**src/hdl/cdstp_pkg.sv**
```systemverilog
// Shared types, constants and calendar tables for the calendar date stepper.
// Used by the channel interfaces, the divider, the top level and its checker.
// No dependencies.
`default_nettype none

package cdstp_pkg;

    localparam int FIRST_YEAR     = 1754;
    // Day number of 1 Jan 1754, counted from 1 Jan of year 1 (a Monday).
    localparam int SERIAL_FIRST   = 640270;
    localparam int WDAY_FIRST     = 1;
    localparam int DAYS_AHEAD_MAX = 33554431;
    localparam int MONTHS         = 12;
    localparam int QUADS_CENTURY  = 24;
    localparam int ERA_YEARS      = 400;
    localparam int CENTURY_YEARS  = 100;

    localparam int DAYS_ERA       = 146097;
    localparam int DAYS_CENTURY   = 36524;
    localparam int DAYS_QUAD      = 1461;
    localparam int DAYS_YEAR      = 365;
    localparam int DAYS_WEEK      = 7;

    localparam int DIV_W          = 18;

    typedef enum logic [1:0] {
        FN_LOAD,
        FN_STEP,
        FN_QUERY,
        FN_NONE
    } t_func;

    typedef enum logic [1:0] {
        ST_OK,
        ST_INVALID,
        ST_EARLIER,
        ST_OVERFLOW
    } t_status;

    typedef enum logic [2:0] {
        DV_CENT,
        DV_ERA,
        DV_CENTURY,
        DV_QUAD,
        DV_YEAR,
        DV_WEEK
    } t_div_op;

    typedef enum logic [3:0] {
        S_IDLE,
        S_LAUNCH,
        S_WAIT,
        S_SER1,
        S_SER2,
        S_SER3,
        S_CHECK,
        S_STEPCHK,
        S_MWALK,
        S_OUT
    } t_state;

    typedef struct packed {
        logic [1:0]  func;
        logic [4:0]  day_in;
        logic [3:0]  month_in;
        logic [15:0] year_in;
        logic [19:0] step_days;
    } t_req_item;

    typedef struct packed {
        logic [4:0]  cur_day;
        logic [3:0]  cur_month;
        logic [15:0] cur_year;
        logic [2:0]  weekday;
        logic [24:0] days_ahead;
        logic [1:0]  status;
    } t_rsp_item;

    typedef struct packed {
        logic             start;
        logic [DIV_W-1:0] divisor;
    } t_div_req;

    function automatic logic [4:0] month_len(input logic [3:0] m, input logic leap);
        logic [4:0] n;
        unique case (m)
            4'd1, 4'd3, 4'd5, 4'd7, 4'd8, 4'd10, 4'd12: n = 5'd31;
            4'd4, 4'd6, 4'd9, 4'd11:                   n = 5'd30;
            4'd2:                                       n = leap ? 5'd29 : 5'd28;
            default:                                    n = 5'd0;
        endcase
        return n;
    endfunction

    function automatic logic [8:0] month_start(input logic [3:0] m);
        logic [8:0] s;
        unique case (m)
            4'd1:    s = 9'd0;
            4'd2:    s = 9'd31;
            4'd3:    s = 9'd59;
            4'd4:    s = 9'd90;
            4'd5:    s = 9'd120;
            4'd6:    s = 9'd151;
            4'd7:    s = 9'd181;
            4'd8:    s = 9'd212;
            4'd9:    s = 9'd243;
            4'd10:   s = 9'd273;
            4'd11:   s = 9'd304;
            4'd12:   s = 9'd334;
            default: s = 9'd0;
        endcase
        return s;
    endfunction

    function automatic logic [DIV_W-1:0] divisor_of(input t_div_op op);
        logic [DIV_W-1:0] d;
        unique case (op)
            DV_CENT:    d = DIV_W'(CENTURY_YEARS);
            DV_ERA:     d = DIV_W'(DAYS_ERA);
            DV_CENTURY: d = DIV_W'(DAYS_CENTURY);
            DV_QUAD:    d = DIV_W'(DAYS_QUAD);
            DV_YEAR:    d = DIV_W'(DAYS_YEAR);
            DV_WEEK:    d = DIV_W'(DAYS_WEEK);
            default:    d = DIV_W'(DAYS_WEEK);
        endcase
        return d;
    endfunction

endpackage

`default_nettype wire

```
**src/hdl/cdstp_if.sv**
```systemverilog
// Valid/ready channel interfaces for the request and response sides.
// Depends on cdstp_pkg for the payload structs.
`default_nettype none

interface cdstp_req_if;
    logic                  valid;
    logic                  ready;
    cdstp_pkg::t_req_item  data;

    modport source (output valid, output data, input ready);
    modport sink   (input valid, input data, output ready);
endinterface

interface cdstp_rsp_if;
    logic                  valid;
    logic                  ready;
    cdstp_pkg::t_rsp_item  data;

    modport source (output valid, output data, input ready);
    modport sink   (input valid, input data, output ready);
endinterface

`default_nettype wire

```
**src/hdl/calendar_date_stepper.sv**
```systemverilog
// Gregorian date register with load, day stepping and days-ahead query; one request at a time.
// A query runs one division and the serial-number steps; a valid load runs the same and then a
// weekday division. A step in range runs four calendar divisions, the month walk and one weekday
// division; an unused function code gets its response without any division.
// A new request is taken only once the previous response has been accepted.
// Synchronous active-low reset sets the date to 1 Jan 1754, a Tuesday, with no response pending.
`default_nettype none

module calendar_date_stepper #(
    parameter int YEAR_BITS = 16
) (
    input  wire          i_clk,
    input  wire          i_rst_n,
    cdstp_req_if.sink    i_req,
    cdstp_rsp_if.source  o_rsp
);
    import cdstp_pkg::*;

    localparam int     SW   = YEAR_BITS + 10;
    localparam longint YMAX = (longint'(1) << YEAR_BITS) - 1;
    localparam longint LAST = 365 * YMAX + YMAX / 4 - YMAX / 100 + YMAX / 400 - 1;

    t_state                r_state, n_state;
    t_req_item             r_in, n_in;
    logic [SW-1:0]         r_acc, n_acc;
    logic [SW-1:0]         r_cur, n_cur;
    logic [4:0]            r_day, n_day;
    logic [3:0]            r_month, n_month;
    logic [YEAR_BITS-1:0]  r_year, n_year;
    logic [2:0]            r_wday, n_wday;
    t_div_op               r_divop, n_divop;
    logic [YEAR_BITS-1:0]  r_q100y, n_q100y;
    logic                  r_leap, n_leap;
    logic [YEAR_BITS-1:0]  r_yacc, n_yacc;
    logic [1:0]            r_q100, n_q100;
    logic [4:0]            r_q4, n_q4;
    logic [3:0]            r_mon, n_mon;
    logic [24:0]           r_ahead, n_ahead;
    t_status               r_status, n_status;
    t_rsp_item             r_out, n_out;
    logic                  r_out_valid, n_out_valid;

    t_div_req              w_div_req;
    logic                  w_div_done;
    logic [SW-1:0]         w_quo;
    logic [DIV_W-1:0]      w_rem;

    logic                  w_ready;
    logic [YEAR_BITS-1:0]  w_yin;
    logic [YEAR_BITS-1:0]  w_p;
    logic                  w_valid;
    logic [SW-1:0]         w_diff;
    logic [1:0]            w_q100c;
    logic [SW-1:0]         w_rem100;
    logic [2:0]            w_q1c;
    logic [SW-1:0]         w_rem1;
    logic [4:0]            w_mlen;

    cdstp_div #(
        .SW(SW)
    ) u_div (
        .i_clk      (i_clk),
        .i_rst_n    (i_rst_n),
        .i_req      (w_div_req),
        .i_dividend (r_acc),
        .o_done     (w_div_done),
        .o_quo      (w_quo),
        .o_rem      (w_rem)
    );

    assign w_ready = (r_state == S_IDLE) && !r_out_valid;
    assign w_yin   = YEAR_BITS'(r_in.year_in);
    assign w_p     = w_yin - YEAR_BITS'(1);
    assign w_diff  = r_acc - r_cur;
    assign w_mlen  = month_len(r_mon, r_leap);

    assign w_valid = (32'(r_in.year_in) >= 32'(FIRST_YEAR))
                  && (32'(r_in.year_in) <= 32'(YMAX))
                  && (r_in.month_in >= 4'd1) && (r_in.month_in <= 4'(MONTHS))
                  && (r_in.day_in != 5'd0)
                  && (r_in.day_in <= month_len(r_in.month_in, r_leap));

    // The last day of a 400-year era and of a 4-year cycle make the quotient come out
    // one too large; fold it back into the remainder.
    assign w_q100c  = w_quo[2] ? 2'd3 : w_quo[1:0];
    assign w_rem100 = w_quo[2] ? SW'(w_rem) + SW'(DAYS_CENTURY) : SW'(w_rem);
    assign w_q1c    = w_quo[2] ? 3'd3 : w_quo[2:0];
    assign w_rem1   = w_quo[2] ? SW'(w_rem) + SW'(DAYS_YEAR) : SW'(w_rem);

    always_ff @(posedge i_clk) begin
        if (!i_rst_n) begin
            r_state     <= S_IDLE;
            r_out_valid <= 1'b0;
            r_cur       <= SW'(SERIAL_FIRST);
            r_day       <= 5'd1;
            r_month     <= 4'd1;
            r_year      <= YEAR_BITS'(FIRST_YEAR);
            r_wday      <= 3'(WDAY_FIRST);
            r_divop     <= DV_CENT;
        end else begin
            r_state     <= n_state;
            r_out_valid <= n_out_valid;
            r_cur       <= n_cur;
            r_day       <= n_day;
            r_month     <= n_month;
            r_year      <= n_year;
            r_wday      <= n_wday;
            r_divop     <= n_divop;
        end
    end

    always_ff @(posedge i_clk) begin
        r_in     <= n_in;
        r_acc    <= n_acc;
        r_q100y  <= n_q100y;
        r_leap   <= n_leap;
        r_yacc   <= n_yacc;
        r_q100   <= n_q100;
        r_q4     <= n_q4;
        r_mon    <= n_mon;
        r_ahead  <= n_ahead;
        r_status <= n_status;
        r_out    <= n_out;
    end

    always_comb begin
        n_state     = r_state;
        n_in        = r_in;
        n_acc       = r_acc;
        n_cur       = r_cur;
        n_day       = r_day;
        n_month     = r_month;
        n_year      = r_year;
        n_wday      = r_wday;
        n_divop     = r_divop;
        n_q100y     = r_q100y;
        n_leap      = r_leap;
        n_yacc      = r_yacc;
        n_q100      = r_q100;
        n_q4        = r_q4;
        n_mon       = r_mon;
        n_ahead     = r_ahead;
        n_status    = r_status;
        n_out       = r_out;
        n_out_valid = r_out_valid && !o_rsp.ready;

        w_div_req.start   = (r_state == S_LAUNCH);
        w_div_req.divisor = divisor_of(r_divop);

        unique case (r_state)
            S_IDLE: begin
                if (i_req.valid && w_ready) begin
                    n_in     = i_req.data;
                    n_status = ST_OK;
                    n_ahead  = '0;
                    unique case (t_func'(i_req.data.func))
                        FN_LOAD, FN_QUERY: begin
                            n_acc   = SW'(YEAR_BITS'(i_req.data.year_in));
                            n_divop = DV_CENT;
                            n_state = S_LAUNCH;
                        end
                        FN_STEP: begin
                            n_acc   = r_cur + SW'(i_req.data.step_days);
                            n_state = S_STEPCHK;
                        end
                        default: begin
                            n_state = S_OUT;
                        end
                    endcase
                end
            end

            S_LAUNCH: begin
                n_state = S_WAIT;
            end

            S_WAIT: begin
                if (w_div_done) begin
                    unique case (r_divop)
                        DV_CENT: begin
                            // Year split by 100 gives both the leap test and (year - 1) / 100.
                            n_leap  = (w_yin[1:0] == 2'b00)
                                   && ((w_rem != '0) || (w_quo[1:0] == 2'b00));
                            n_q100y = YEAR_BITS'(w_quo)
                                    - ((w_rem == '0) ? YEAR_BITS'(1) : YEAR_BITS'(0));
                            n_state = S_SER1;
                        end
                        DV_ERA: begin
                            n_yacc  = YEAR_BITS'(w_quo * SW'(ERA_YEARS));
                            n_acc   = SW'(w_rem);
                            n_divop = DV_CENTURY;
                            n_state = S_LAUNCH;
                        end
                        DV_CENTURY: begin
                            n_q100  = w_q100c;
                            n_yacc  = r_yacc + YEAR_BITS'(w_q100c) * YEAR_BITS'(CENTURY_YEARS);
                            n_acc   = w_rem100;
                            n_divop = DV_QUAD;
                            n_state = S_LAUNCH;
                        end
                        DV_QUAD: begin
                            n_q4    = w_quo[4:0];
                            n_yacc  = r_yacc + YEAR_BITS'({w_quo[4:0], 2'b00});
                            n_acc   = SW'(w_rem);
                            n_divop = DV_YEAR;
                            n_state = S_LAUNCH;
                        end
                        DV_YEAR: begin
                            n_yacc  = r_yacc + YEAR_BITS'(w_q1c) + YEAR_BITS'(1);
                            n_leap  = (w_q1c == 3'd3)
                                   && ((r_q4 != 5'(QUADS_CENTURY)) || (r_q100 == 2'd3));
                            n_acc   = w_rem1;
                            n_mon   = 4'd1;
                            n_state = S_MWALK;
                        end
                        DV_WEEK: begin
                            n_wday  = 3'(w_rem);
                            n_state = S_OUT;
                        end
                        default: begin
                            n_state = S_OUT;
                        end
                    endcase
                end
            end

            S_SER1: begin
                n_acc   = SW'(w_p) * SW'(DAYS_YEAR);
                n_state = S_SER2;
            end

            S_SER2: begin
                n_acc   = r_acc + SW'(w_p >> 2) - SW'(r_q100y);
                n_state = S_SER3;
            end

            S_SER3: begin
                n_acc   = r_acc + SW'(r_q100y >> 2) + SW'(month_start(r_in.month_in))
                        + SW'((r_in.month_in > 4'd2) && r_leap)
                        + SW'(r_in.day_in) - SW'(1);
                n_state = S_CHECK;
            end

            S_CHECK: begin
                if (!w_valid) begin
                    n_status = ST_INVALID;
                    n_state  = S_OUT;
                end else if (t_func'(r_in.func) == FN_LOAD) begin
                    n_day   = r_in.day_in;
                    n_month = r_in.month_in;
                    n_year  = w_yin;
                    n_cur   = r_acc;
                    n_divop = DV_WEEK;
                    n_state = S_LAUNCH;
                end else if (r_acc < r_cur) begin
                    n_status = ST_EARLIER;
                    n_state  = S_OUT;
                end else begin
                    n_ahead = (64'(w_diff) > 64'(DAYS_AHEAD_MAX)) ? 25'(DAYS_AHEAD_MAX)
                                                                  : 25'(w_diff);
                    n_state = S_OUT;
                end
            end

            S_STEPCHK: begin
                if (r_acc > SW'(LAST)) begin
                    n_status = ST_OVERFLOW;
                    n_state  = S_OUT;
                end else begin
                    n_cur   = r_acc;
                    n_divop = DV_ERA;
                    n_state = S_LAUNCH;
                end
            end

            S_MWALK: begin
                if ((r_mon < 4'(MONTHS)) && (r_acc >= SW'(w_mlen))) begin
                    n_acc = r_acc - SW'(w_mlen);
                    n_mon = r_mon + 4'd1;
                end else begin
                    n_day   = 5'(r_acc) + 5'd1;
                    n_month = r_mon;
                    n_year  = r_yacc;
                    n_acc   = r_cur;
                    n_divop = DV_WEEK;
                    n_state = S_LAUNCH;
                end
            end

            S_OUT: begin
                n_out.cur_day    = r_day;
                n_out.cur_month  = r_month;
                n_out.cur_year   = 16'(r_year);
                n_out.weekday    = r_wday;
                n_out.days_ahead = r_ahead;
                n_out.status     = r_status;
                n_out_valid      = 1'b1;
                n_state          = S_IDLE;
            end

            default: begin
                n_state = S_IDLE;
            end
        endcase
    end

    assign i_req.ready = w_ready;
    assign o_rsp.valid = r_out_valid;
    assign o_rsp.data  = r_out;

endmodule

`default_nettype wire

```
**src/hdl/cdstp_div.sv**
```systemverilog
// Shared constant divider for every calendar computation: reciprocal multiply, then one
// correction step. Depends on cdstp_pkg for the request struct, the divisors and widths.
`default_nettype none

module cdstp_div #(
    parameter int SW = 26
) (
    input  wire                         i_clk,
    input  wire                         i_rst_n,
    input  wire  cdstp_pkg::t_div_req   i_req,
    input  wire  [SW-1:0]               i_dividend,
    output logic                        o_done,
    output logic [SW-1:0]               o_quo,
    output logic [cdstp_pkg::DIV_W-1:0] o_rem
);
    import cdstp_pkg::*;

    // The reciprocal is consumed PW bits per cycle, top slice first, so each product
    // stays narrow. A remainder phase and a correction phase follow the last slice, then done is raised.
    localparam int PW  = 16;
    localparam int NCH = (SW + PW - 1) / PW;
    localparam int MW  = NCH * PW;
    localparam int XW  = SW + MW;
    localparam int CW  = $clog2(NCH + 1);
    localparam int RW  = DIV_W + 1;

    // floor(2^SW / d) underestimates the quotient by at most one for any SW-bit dividend.
    localparam logic [MW-1:0] M_CENT    = MW'((longint'(1) << SW) / longint'(CENTURY_YEARS));
    localparam logic [MW-1:0] M_ERA     = MW'((longint'(1) << SW) / longint'(DAYS_ERA));
    localparam logic [MW-1:0] M_CENTURY = MW'((longint'(1) << SW) / longint'(DAYS_CENTURY));
    localparam logic [MW-1:0] M_QUAD    = MW'((longint'(1) << SW) / longint'(DAYS_QUAD));
    localparam logic [MW-1:0] M_YEAR    = MW'((longint'(1) << SW) / longint'(DAYS_YEAR));
    localparam logic [MW-1:0] M_WEEK    = MW'((longint'(1) << SW) / longint'(DAYS_WEEK));

    logic             r_busy;
    logic             r_rem_ph;
    logic             r_fix_ph;
    logic             r_done;
    logic [CW-1:0]    r_cnt;
    logic [SW-1:0]    r_x;
    logic [MW-1:0]    r_m;
    logic [DIV_W-1:0] r_d;
    logic [XW-1:0]    r_prod;
    logic [SW-1:0]    r_q;
    logic [RW-1:0]    r_r;

    logic [MW-1:0]    w_recip;
    logic [XW-1:0]    w_part;
    logic [SW-1:0]    w_qest;
    logic [SW-1:0]    w_qd;
    logic             w_over;

    always_comb begin
        unique case (i_req.divisor)
            DIV_W'(CENTURY_YEARS): w_recip = M_CENT;
            DIV_W'(DAYS_ERA):      w_recip = M_ERA;
            DIV_W'(DAYS_CENTURY):  w_recip = M_CENTURY;
            DIV_W'(DAYS_QUAD):     w_recip = M_QUAD;
            DIV_W'(DAYS_YEAR):     w_recip = M_YEAR;
            default:               w_recip = M_WEEK;
        endcase
    end

    assign w_part = XW'(r_x * r_m[MW-1 -: PW]);
    assign w_qest = r_prod[2*SW-1:SW];
    assign w_qd   = SW'(w_qest * SW'(r_d));
    assign w_over = r_r >= {1'b0, r_d};

    always_ff @(posedge i_clk) begin
        if (!i_rst_n) begin
            r_busy   <= 1'b0;
            r_rem_ph <= 1'b0;
            r_fix_ph <= 1'b0;
            r_done   <= 1'b0;
            r_cnt    <= '0;
        end else begin
            r_rem_ph <= r_busy && (r_cnt == CW'(1)) && !i_req.start;
            r_fix_ph <= r_rem_ph;
            r_done   <= r_fix_ph;
            if (i_req.start) begin
                r_busy <= 1'b1;
                r_cnt  <= CW'(NCH);
            end else if (r_busy) begin
                r_cnt <= r_cnt - CW'(1);
                if (r_cnt == CW'(1)) begin
                    r_busy <= 1'b0;
                end
            end
        end
    end

    always_ff @(posedge i_clk) begin
        if (i_req.start) begin
            r_x    <= i_dividend;
            r_m    <= w_recip;
            r_d    <= i_req.divisor;
            r_prod <= '0;
        end else if (r_busy) begin
            r_prod <= (r_prod << PW) + w_part;
            r_m    <= r_m << PW;
        end
        if (r_rem_ph) begin
            r_q <= w_qest;
            r_r <= RW'(r_x - w_qd);
        end else if (r_fix_ph && w_over) begin
            r_q <= r_q + SW'(1);
            r_r <= r_r - {1'b0, r_d};
        end
    end

    assign o_done = r_done;
    assign o_quo  = r_q;
    assign o_rem  = DIV_W'(r_r);

endmodule

`default_nettype wire

```
**src/flat_wrapper.sv**
```systemverilog
// flat-port wrapper written by rule: the top's interface ports become plain ports
module calendar_date_stepper_flat import cdstp_pkg::*;
#(
    parameter int YEAR_BITS = 16
)
  (i_clk, i_rst_n, i_req_valid, i_req_data, i_req_ready, o_rsp_valid, o_rsp_data, o_rsp_ready);
  cdstp_req_if i_req_i ();
  cdstp_rsp_if o_rsp_i ();
  input  wire i_clk;
  input  wire i_rst_n;
  input wire logic [$bits(i_req_i.valid)-1:0] i_req_valid;
  input wire logic [$bits(i_req_i.data)-1:0] i_req_data;
  output wire logic [$bits(i_req_i.ready)-1:0] i_req_ready;
  output wire logic [$bits(o_rsp_i.valid)-1:0] o_rsp_valid;
  output wire logic [$bits(o_rsp_i.data)-1:0] o_rsp_data;
  input wire logic [$bits(o_rsp_i.ready)-1:0] o_rsp_ready;
  assign i_req_i.valid = i_req_valid;
  assign i_req_i.data = i_req_data;
  assign i_req_ready = i_req_i.ready;
  assign o_rsp_valid = o_rsp_i.valid;
  assign o_rsp_data = o_rsp_i.data;
  assign o_rsp_i.ready = o_rsp_ready;
  calendar_date_stepper #(.YEAR_BITS(YEAR_BITS)) u_core (.i_clk(i_clk), .i_rst_n(i_rst_n), .i_req(i_req_i), .o_rsp(o_rsp_i));
endmodule
```
**config.mk**
```make
export PLATFORM = sky130hd
export DESIGN_NAME = calendar_date_stepper_flat
export DESIGN_NICKNAME = d
export VERILOG_FILES = /design/src/hdl/cdstp_pkg.sv /design/src/hdl/cdstp_if.sv /design/src/hdl/calendar_date_stepper.sv /design/src/hdl/cdstp_div.sv /design/src/flat_wrapper.sv
export SDC_FILE = /design/constraint.sdc
export NUM_CORES = 2
export LEC_CHECK = 0
export BUFFER_PORTS_ARGS = -buffer_cell sky130_fd_sc_hd__buf_2
export CAP_MARGIN = 20
export CORE_MARGIN = 2
export CORE_UTILIZATION = 40
export CTS_CLUSTER_DIAMETER = 200
export CTS_CLUSTER_SIZE = 24
export DETAILED_ROUTE_END_ITERATION = 6
export PLACE_DENSITY_LB_ADDON = 0.12
export SLEW_MARGIN = 30
export SYNTH_ARGS = -nofsm -noshare
export SYNTH_HDL_FRONTEND = slang
export SYNTH_SLANG_ARGS = --single-unit
```
**constraint.sdc**
```tcl
create_clock -name i_clk -period 8.7 [get_ports i_clk]
set_clock_uncertainty 0.15 [all_clocks]
set_input_delay 1.305 -clock i_clk [delete_from_list [all_inputs] [get_ports i_clk]]
set_output_delay 1.305 -clock i_clk [all_outputs]
set_load 0.01 [all_outputs]
```
# Yosys cells after proc, flatten, opt, wreduce, memory -nomap -nowiden
# Memory sizes are Yosys's and may differ from the RTL's. A register that Yosys moved wholly into a read port is not among the register bits.
# Index checks and enable logic that the tools add are counted.
[word_totals] output_inout_bits=57 memories=1 regBits=420 mem_bits_ro=144
[memory_table] memory="(no name shown)" depth=16 width=9 rd=1 rd_clocked_by_memory_dff=1 wr=0 line_no="cdstp_pkg.sv:97" source="unique case (m)"
[classes] n_reduce_logical=62 order_cmp=11 n_addsub=25 eq_ne=66 n_mux=82 multipliers=5 bitwise=1
[ops] cell="two-way mux 26 bit" count=10
[ops] cell="one-hot mux 26 bit (6 select lines)" count=1
[ops] cell="two-way mux 25 bit" count=5
[ops] cell="one-hot mux 24 bit (5 select lines)" count=1
[ops] cell="one-hot mux 26 bit (2 select lines)" count=2
[ops] cell="one-hot mux 18 bit (5 select lines)" count=1
[ops] cell="one-hot mux 26 bit (3 select lines)" count=1
[ops] cell="two-way mux 32 bit" count=2
[ops] cell="one-hot mux 16 bit (4 select lines)" count=1
[ops] cell="adder 26 x 14 -> 26 bit" count=2
[ops] cell="adder 52 x 42 -> 52 bit" count=1
[ops] cell="> comparator 26 x 25 -> 1 bit, second input constant" count=2
[ops] cell="two-way mux 4 bit" count=13
[ops] cell="one-hot mux 25 bit (2 select lines)" count=1
[ops] cell="equality test 4 x 3 -> 1 bit, second input constant" count=12
[ops] cell="equality test 4 bit, second input constant" count=12
[ops] cell="two-way mux 16 bit" count=3
[ops] cell="multiplier 26 x 16 -> 42 bit" count=1
[ops] cell="two-way mux 19 bit" count=2
[ops] cell="one-hot mux 4 bit (9 select lines)" count=1
[ops] cell="one-hot mux 16 bit (2 select lines)" count=1
[ops] cell="one-hot mux 5 bit (3 select lines)" count=2
[ops] cell="adder 26 x 1 -> 26 bit" count=1
[ops] cell="adder 26 x 1 -> 26 bit, second input constant" count=1
[ops] cell="other kinds (86)" count=173

# Depth between registers and ports, before layout
[logic_depth] depth_word=7 ltp_mapped=27 ltp_nobuf=27

# By module
# From an unflattened synthesis, not the netlist that was laid out.
[hier_totals] cells_unflattened=5739 area_unflattened_um2=52123.7
[modules_own_cells] mod="cdstp_div" area_per_inst_um2=28288.4 cells_per_inst=3052 instances=1
[modules_own_cells] mod="calendar_date_stepper" area_per_inst_um2=23835.4 cells_per_inst=2687 instances=1

# Least setup slack after synthesis
# OpenSTA, ideal clock, no wires.
[synth_timing] path_kind="flip-flop to flip-flop" startpoint="register u_core.r_in, in the netlist u_core.w_yin[1]" endpoint="register u_core.r_acc[22] (data pin)" setup_slack_ns=1.775 setup_ns=0.259 t_arrival_ns=6.516 path_buffers=0 t_required_ns=8.291 stages_incl_launch_ff=26 period_less_slack_ns=6.925 cell_sequence="edfxtp_1 nor3_1 nor3b_1 nand3b_1 nor3_1 nand2_1 xnor2_1 inv_1 ha_1 inv_1 fa_1 inv_1 fa_1 inv_1 fa_1 inv_1 ha_1 and3_1 a221o_1 o21bai_1 a21oi_1 o31ai_1 a21o_1 a211o_1 a311o_1 a211o_1"
[synth_between] elab_chain_len=4 elab_cells_between_ends=5 classes_between="add/sub (3); mul (1); mux (1)"
[synth_rtl] item="from (decl)" line_no="calendar_date_stepper.sv:24" source="t_req_item r_in, n_in;"
[synth_rtl] item="from (signal assigned)" line_no="calendar_date_stepper.sv:113" source="r_in <= n_in;"
[synth_rtl] item="subtractor 16 x 1 -> 16 bit (*)" line_no="calendar_date_stepper.sv:73" source="assign w_p = w_yin - YEAR_BITS'(1);"
[synth_rtl] item="adder 26 x 14 -> 26 bit" line_no="calendar_date_stepper.sv:233" source="n_acc = r_acc + SW'(w_p >> 2) - SW'(r_q100y);"
[synth_rtl] item="subtractor 26 x 16 -> 26 bit" line_no="calendar_date_stepper.sv:233"
[synth_rtl] item="one-hot mux 26 bit (6 select lines) (*)" line_no="calendar_date_stepper.sv:150" source="unique case (r_state)"
[synth_rtl] item="via u_core.n_acc[22]" line_no="calendar_date_stepper.sv:25" source="logic [SW-1:0] r_acc, n_acc;"
[synth_rtl] item="to (signal assigned)" line_no="calendar_date_stepper.sv:114" source="r_acc <= n_acc;"
[synth_rtl] item="to (decl)" line_no="calendar_date_stepper.sv:25"
# The timed path passes the listed nets; every way through them passes the cells marked *.
# A chain may end at the register's enable or synchronous reset.

# Worst setup path after layout
[layout_timing] startpoint="register u_core.u_div.r_m[25]" endpoint="register u_core.u_div.r_prod[41]"
[layout_between] elab_chain_len=2
[layout_rtl] item="from (decl)" line_no="cdstp_div.sv:41" source="logic [MW-1:0] r_m;"
[layout_rtl] item="from (signal assigned)" line_no="cdstp_div.sv:95" source="r_m <= w_recip;"
[layout_rtl] item="from (signal assigned)" line_no="cdstp_div.sv:100" source="r_m <= r_m << PW;"
[layout_rtl] item="multiplier 26 x 16 -> 42 bit" line_no="cdstp_div.sv:64" source="assign w_part = XW'(r_x * r_m[MW-1 -: PW]);"
[layout_rtl] item="adder 52 x 42 -> 52 bit" line_no="cdstp_div.sv:99" source="r_prod <= (r_prod << PW) + w_part;"
[layout_rtl] item="to (signal assigned)" line_no="cdstp_div.sv:99"
[layout_rtl] item="to (decl)" line_no="cdstp_div.sv:43" source="logic [XW-1:0] r_prod;"
# No other way between the ends.

==> results.yml <==
outcome:
  status: "complete, no violations"
grt:
  grt_overflow: 0
  grt_pass1_wl_um: 240000
  grt_pass1_vias: 38400
  grt_start_max_net_pins: 77
  grt.total_usage_pct: 24.9
  antenna_found_initial: 6
worst_setup_path:
  critical_path_arrival_ps: 7900
  cp_cell_sequence: "buf_4, nand2_1, fa_1, inv_1, fa_1, fa_1, fa_1, fa_1, inv_1, fa_1, inv_1, ha_1, nand2_1, nor3_1, o211ai_1, a2111oi_0, o21ai_0, nand4_1, a41oi_1, xnor2_1, mux2i_1, nor2_1"
  r2r_cells: 22
  cp_max_fo: 16
  worstSetupPathType: "register to register"
  crit_top_cell: "fa_1"
  cpLargestDelayFamily: "adder cells"
  ff2ff_setup_slack_ps: 1130
  start_kind: "register"
  critPathRequiredTime_ps: 9020
  critPathSlowestCell: "edfxtp_1"
  r2r-end: "u_core.u_div.r_prod[41]$_SDFFE_PP0P_"
  endpoint_kind: "register"
  cp.buffers_inverters: 4
  max_stage_delay_ps: 850
  r2r_start: "u_core.u_div.r_m[25]$_SDFFCE_PP0P_"
die:
  die-area_sq_um: 127000
  die_height_um: 357
  io_pins: 108
  initial_core_util_pct: 40.3
  rows: 129
  fp.dieW_um: 357
  placeableCoreArea_sq_um: 124000
worst_hold_path:
  min_to: "u_core.o_rsp.data[6]$_DFFE_PP_"
  hold_path_depth: 0
  min_path_type: "register to register"
  hold_start: "u_core.r_ahead[4]$_SDFFCE_PN0P_"
cts:
  cts.sink_count: 405
  numCtsBuffers: 21
  cts_hold_buf: 0
  cts_buffer_depth: 3
  cts_htree_levels: 1
  clock_latency_ps: 620
  ctsResizeCount: 0
  root_buffer: "clkbuf_16"
  postCtsSetupRepairBufs: 0
  path_clk_slew_ps: 120
  cts_tree: "done"
logic_synthesis:
  synth_xor_area_share_pct: 5.45
  synthAdderAreaFrac_pct: 36.5
  synthMuxAreaShare_pct: 1.09
  syn_area_sq_um: 49800
  ys_types: 96
  ys_seq_area_share_pct: 22.0
  synth-simple-area-share_pct: 14.1
  syn_avg_cell_area_sq_um: 9.12
  ys_ff_latch: 405
  synth_top_family_by_area: "adder cells"
  synth-compound-area-share_pct: 11.9
  yosys_warnings: 0
  syn_inst: 5464
  syn-num-nets: 6616
  synth_edf_count: 283
  ys.flop_type: "edfxtp_1"
  synthArstFlopShare_pct: 0
sta:
  fin_crit_ps: 7570
  finalSetupTns_ps: 0
  worstMarginPinSlew_ps: 1010
  timing_hold_violations_final: 0
  maxSlewHeadroom_pct: 32.9
  rsz0062_at_grt: "no"
  finalMaxSlewViolations: 0
  setup_violations: 0
  fmax_ghz: 0.132
  period_share_pct: 87.1
detailed_routing:
  routed.top_layer: "met4"
  wl_um: 158000
  routed_via_density: 5.32
  drt-met1-wl_um: 70300
  wl_met2_um: 75800
  met3_length_um: 7490
  firstDrtPassIters: 5
  ant_nets: 0
  remaining_drc_errors: 0
  drt_iter0_markers: 2961
  vias: 37900
  wl_per_cell_um: 22.2
placed_design:
  dp.final_hpwl_um: 128000
  io_buffers: 107
  gp_congestion: 0.920
cells_and_area:
  diodes: 0
  syn_to_final_growth_pct: 6.38
  final_layout_size_suffix_gt1_share_pct: 4.66
  nNetsFinal: 6626
flow_run:
  drv_cap: 0
-- per-layer routing --
layer	track usage (%)	vias to the layer above
met4	6.56	0
met2	42.2	964
met3	1.94	148
met1	34.3	19000
li1	-	17800
met5	0	-
-- sequential cells by signal, indices dropped and copies added, names as in the netlist, 13 cells and up, named ones only --
register             cells
u_core.r_yacc           16
u_core.r_q100y          16
u_core.u_div.r_r        19
u_core.u_div.r_d        13
u_core.u_div.r_prod     45
u_core.u_div.o_quo      16
u_core.o_rsp.data       55
u_core.u_div.r_x        26
u_core.r_acc            26
u_core.r_year           16
u_core.u_div.r_m        30
u_core.r_cur            26
u_core.w_yin            16
u_core.r_ahead          25
-- stage by stage --
step                      hold slack [ps]  utilization, %  worst slack (ps)  area, sq um  cells
after floorplan                       250               -              1770        49800   5464
after global placement                253            42.2              1290        52200   7077
after detailed placement              255            42.3              1220        52300   7081
after CTS                             274            42.8              1120        52900   7119
after global routing                  288            42.9               671        53000   7126
final                                 272            42.9              1130        53000   7126
-- cell usage in the layout (no fill, tap or decap), types with 112 or more instances in the layout --
cell        n
a21oi_1   244
and2_1    207
dfxtp_1   120
edfxtp_1  283
fa_1      589
ha_1      512
inv_1     967
nand2_1   686
nor2_1    247
o21ai_0   204
xnor2_1   198
xor2_1    112
-- cells in the mapped netlist (63+ instances only) --
cell type  number  area share [%]
o21ai_0       205             2.1
a21o_1         89             1.3
nor2_1        249             1.9
xor2_1        112             2.0
xnor2_1       198             3.5
inv_1         967             7.3
and2_1        207             2.6
edfxtp_1      283              17
nor3_1         63            0.63
a21oi_1       245             2.5
clkbuf_1      177             1.3
nand2_1       686             5.2
dfxtp_1       122             4.9
fa_1          589              24
nand3_1        74            0.74
ha_1          512              13
-- layout make-up --
class	instances	area, sq um
clock inverters	4	40.0
flip-flops and latches	405	10900
inverters	974	3660
fillers	12400	70600
repair buffers	186	1240
multi-input cells	3886	34500
clock buffers	34	574
well taps	1637	2050
-- cells by family after synthesis --
kind of cell,after synthesis
buffers and inverters,1173
AND/OR/NAND/NOR,1510
AO/OA/AOI/OAI,911
XOR/XNOR,310
multiplexers,54
flip-flops,405
adder cells (fa/ha/maj),1101
-- worst max-delay path by stage --
stage	start	end	slack (ps)	cells after the start
2_1_floorplan	u_core.w_yin[1]$_DFFE_PP_	u_core.r_acc[22]$_DFFE_PP_	1770	25
3_3_place_gp	u_core.u_div.r_x[13]$_DFFE_PP_	u_core.u_div.r_prod[41]$_SDFFE_PP0P_	1290	21
4_1_cts	u_core.u_div.r_x[13]$_DFFE_PP_	u_core.u_div.r_prod[41]$_SDFFE_PP0P_	1120	21
5_1_grt	u_core.w_yin[2]$_DFFE_PP_	u_core.r_acc[24]$_DFFE_PP_	670	27
3_5_place_dp	u_core.u_div.r_x[13]$_DFFE_PP_	u_core.u_div.r_prod[41]$_SDFFE_PP0P_	1220	21
6_report	u_core.u_div.r_m[25]$_SDFFCE_PP0P_	u_core.u_div.r_prod[41]$_SDFFE_PP0P_	1130	22
Power is not shown: default switching activity piles up to over one toggle a cycle in this logic, so the estimate is an artifact.
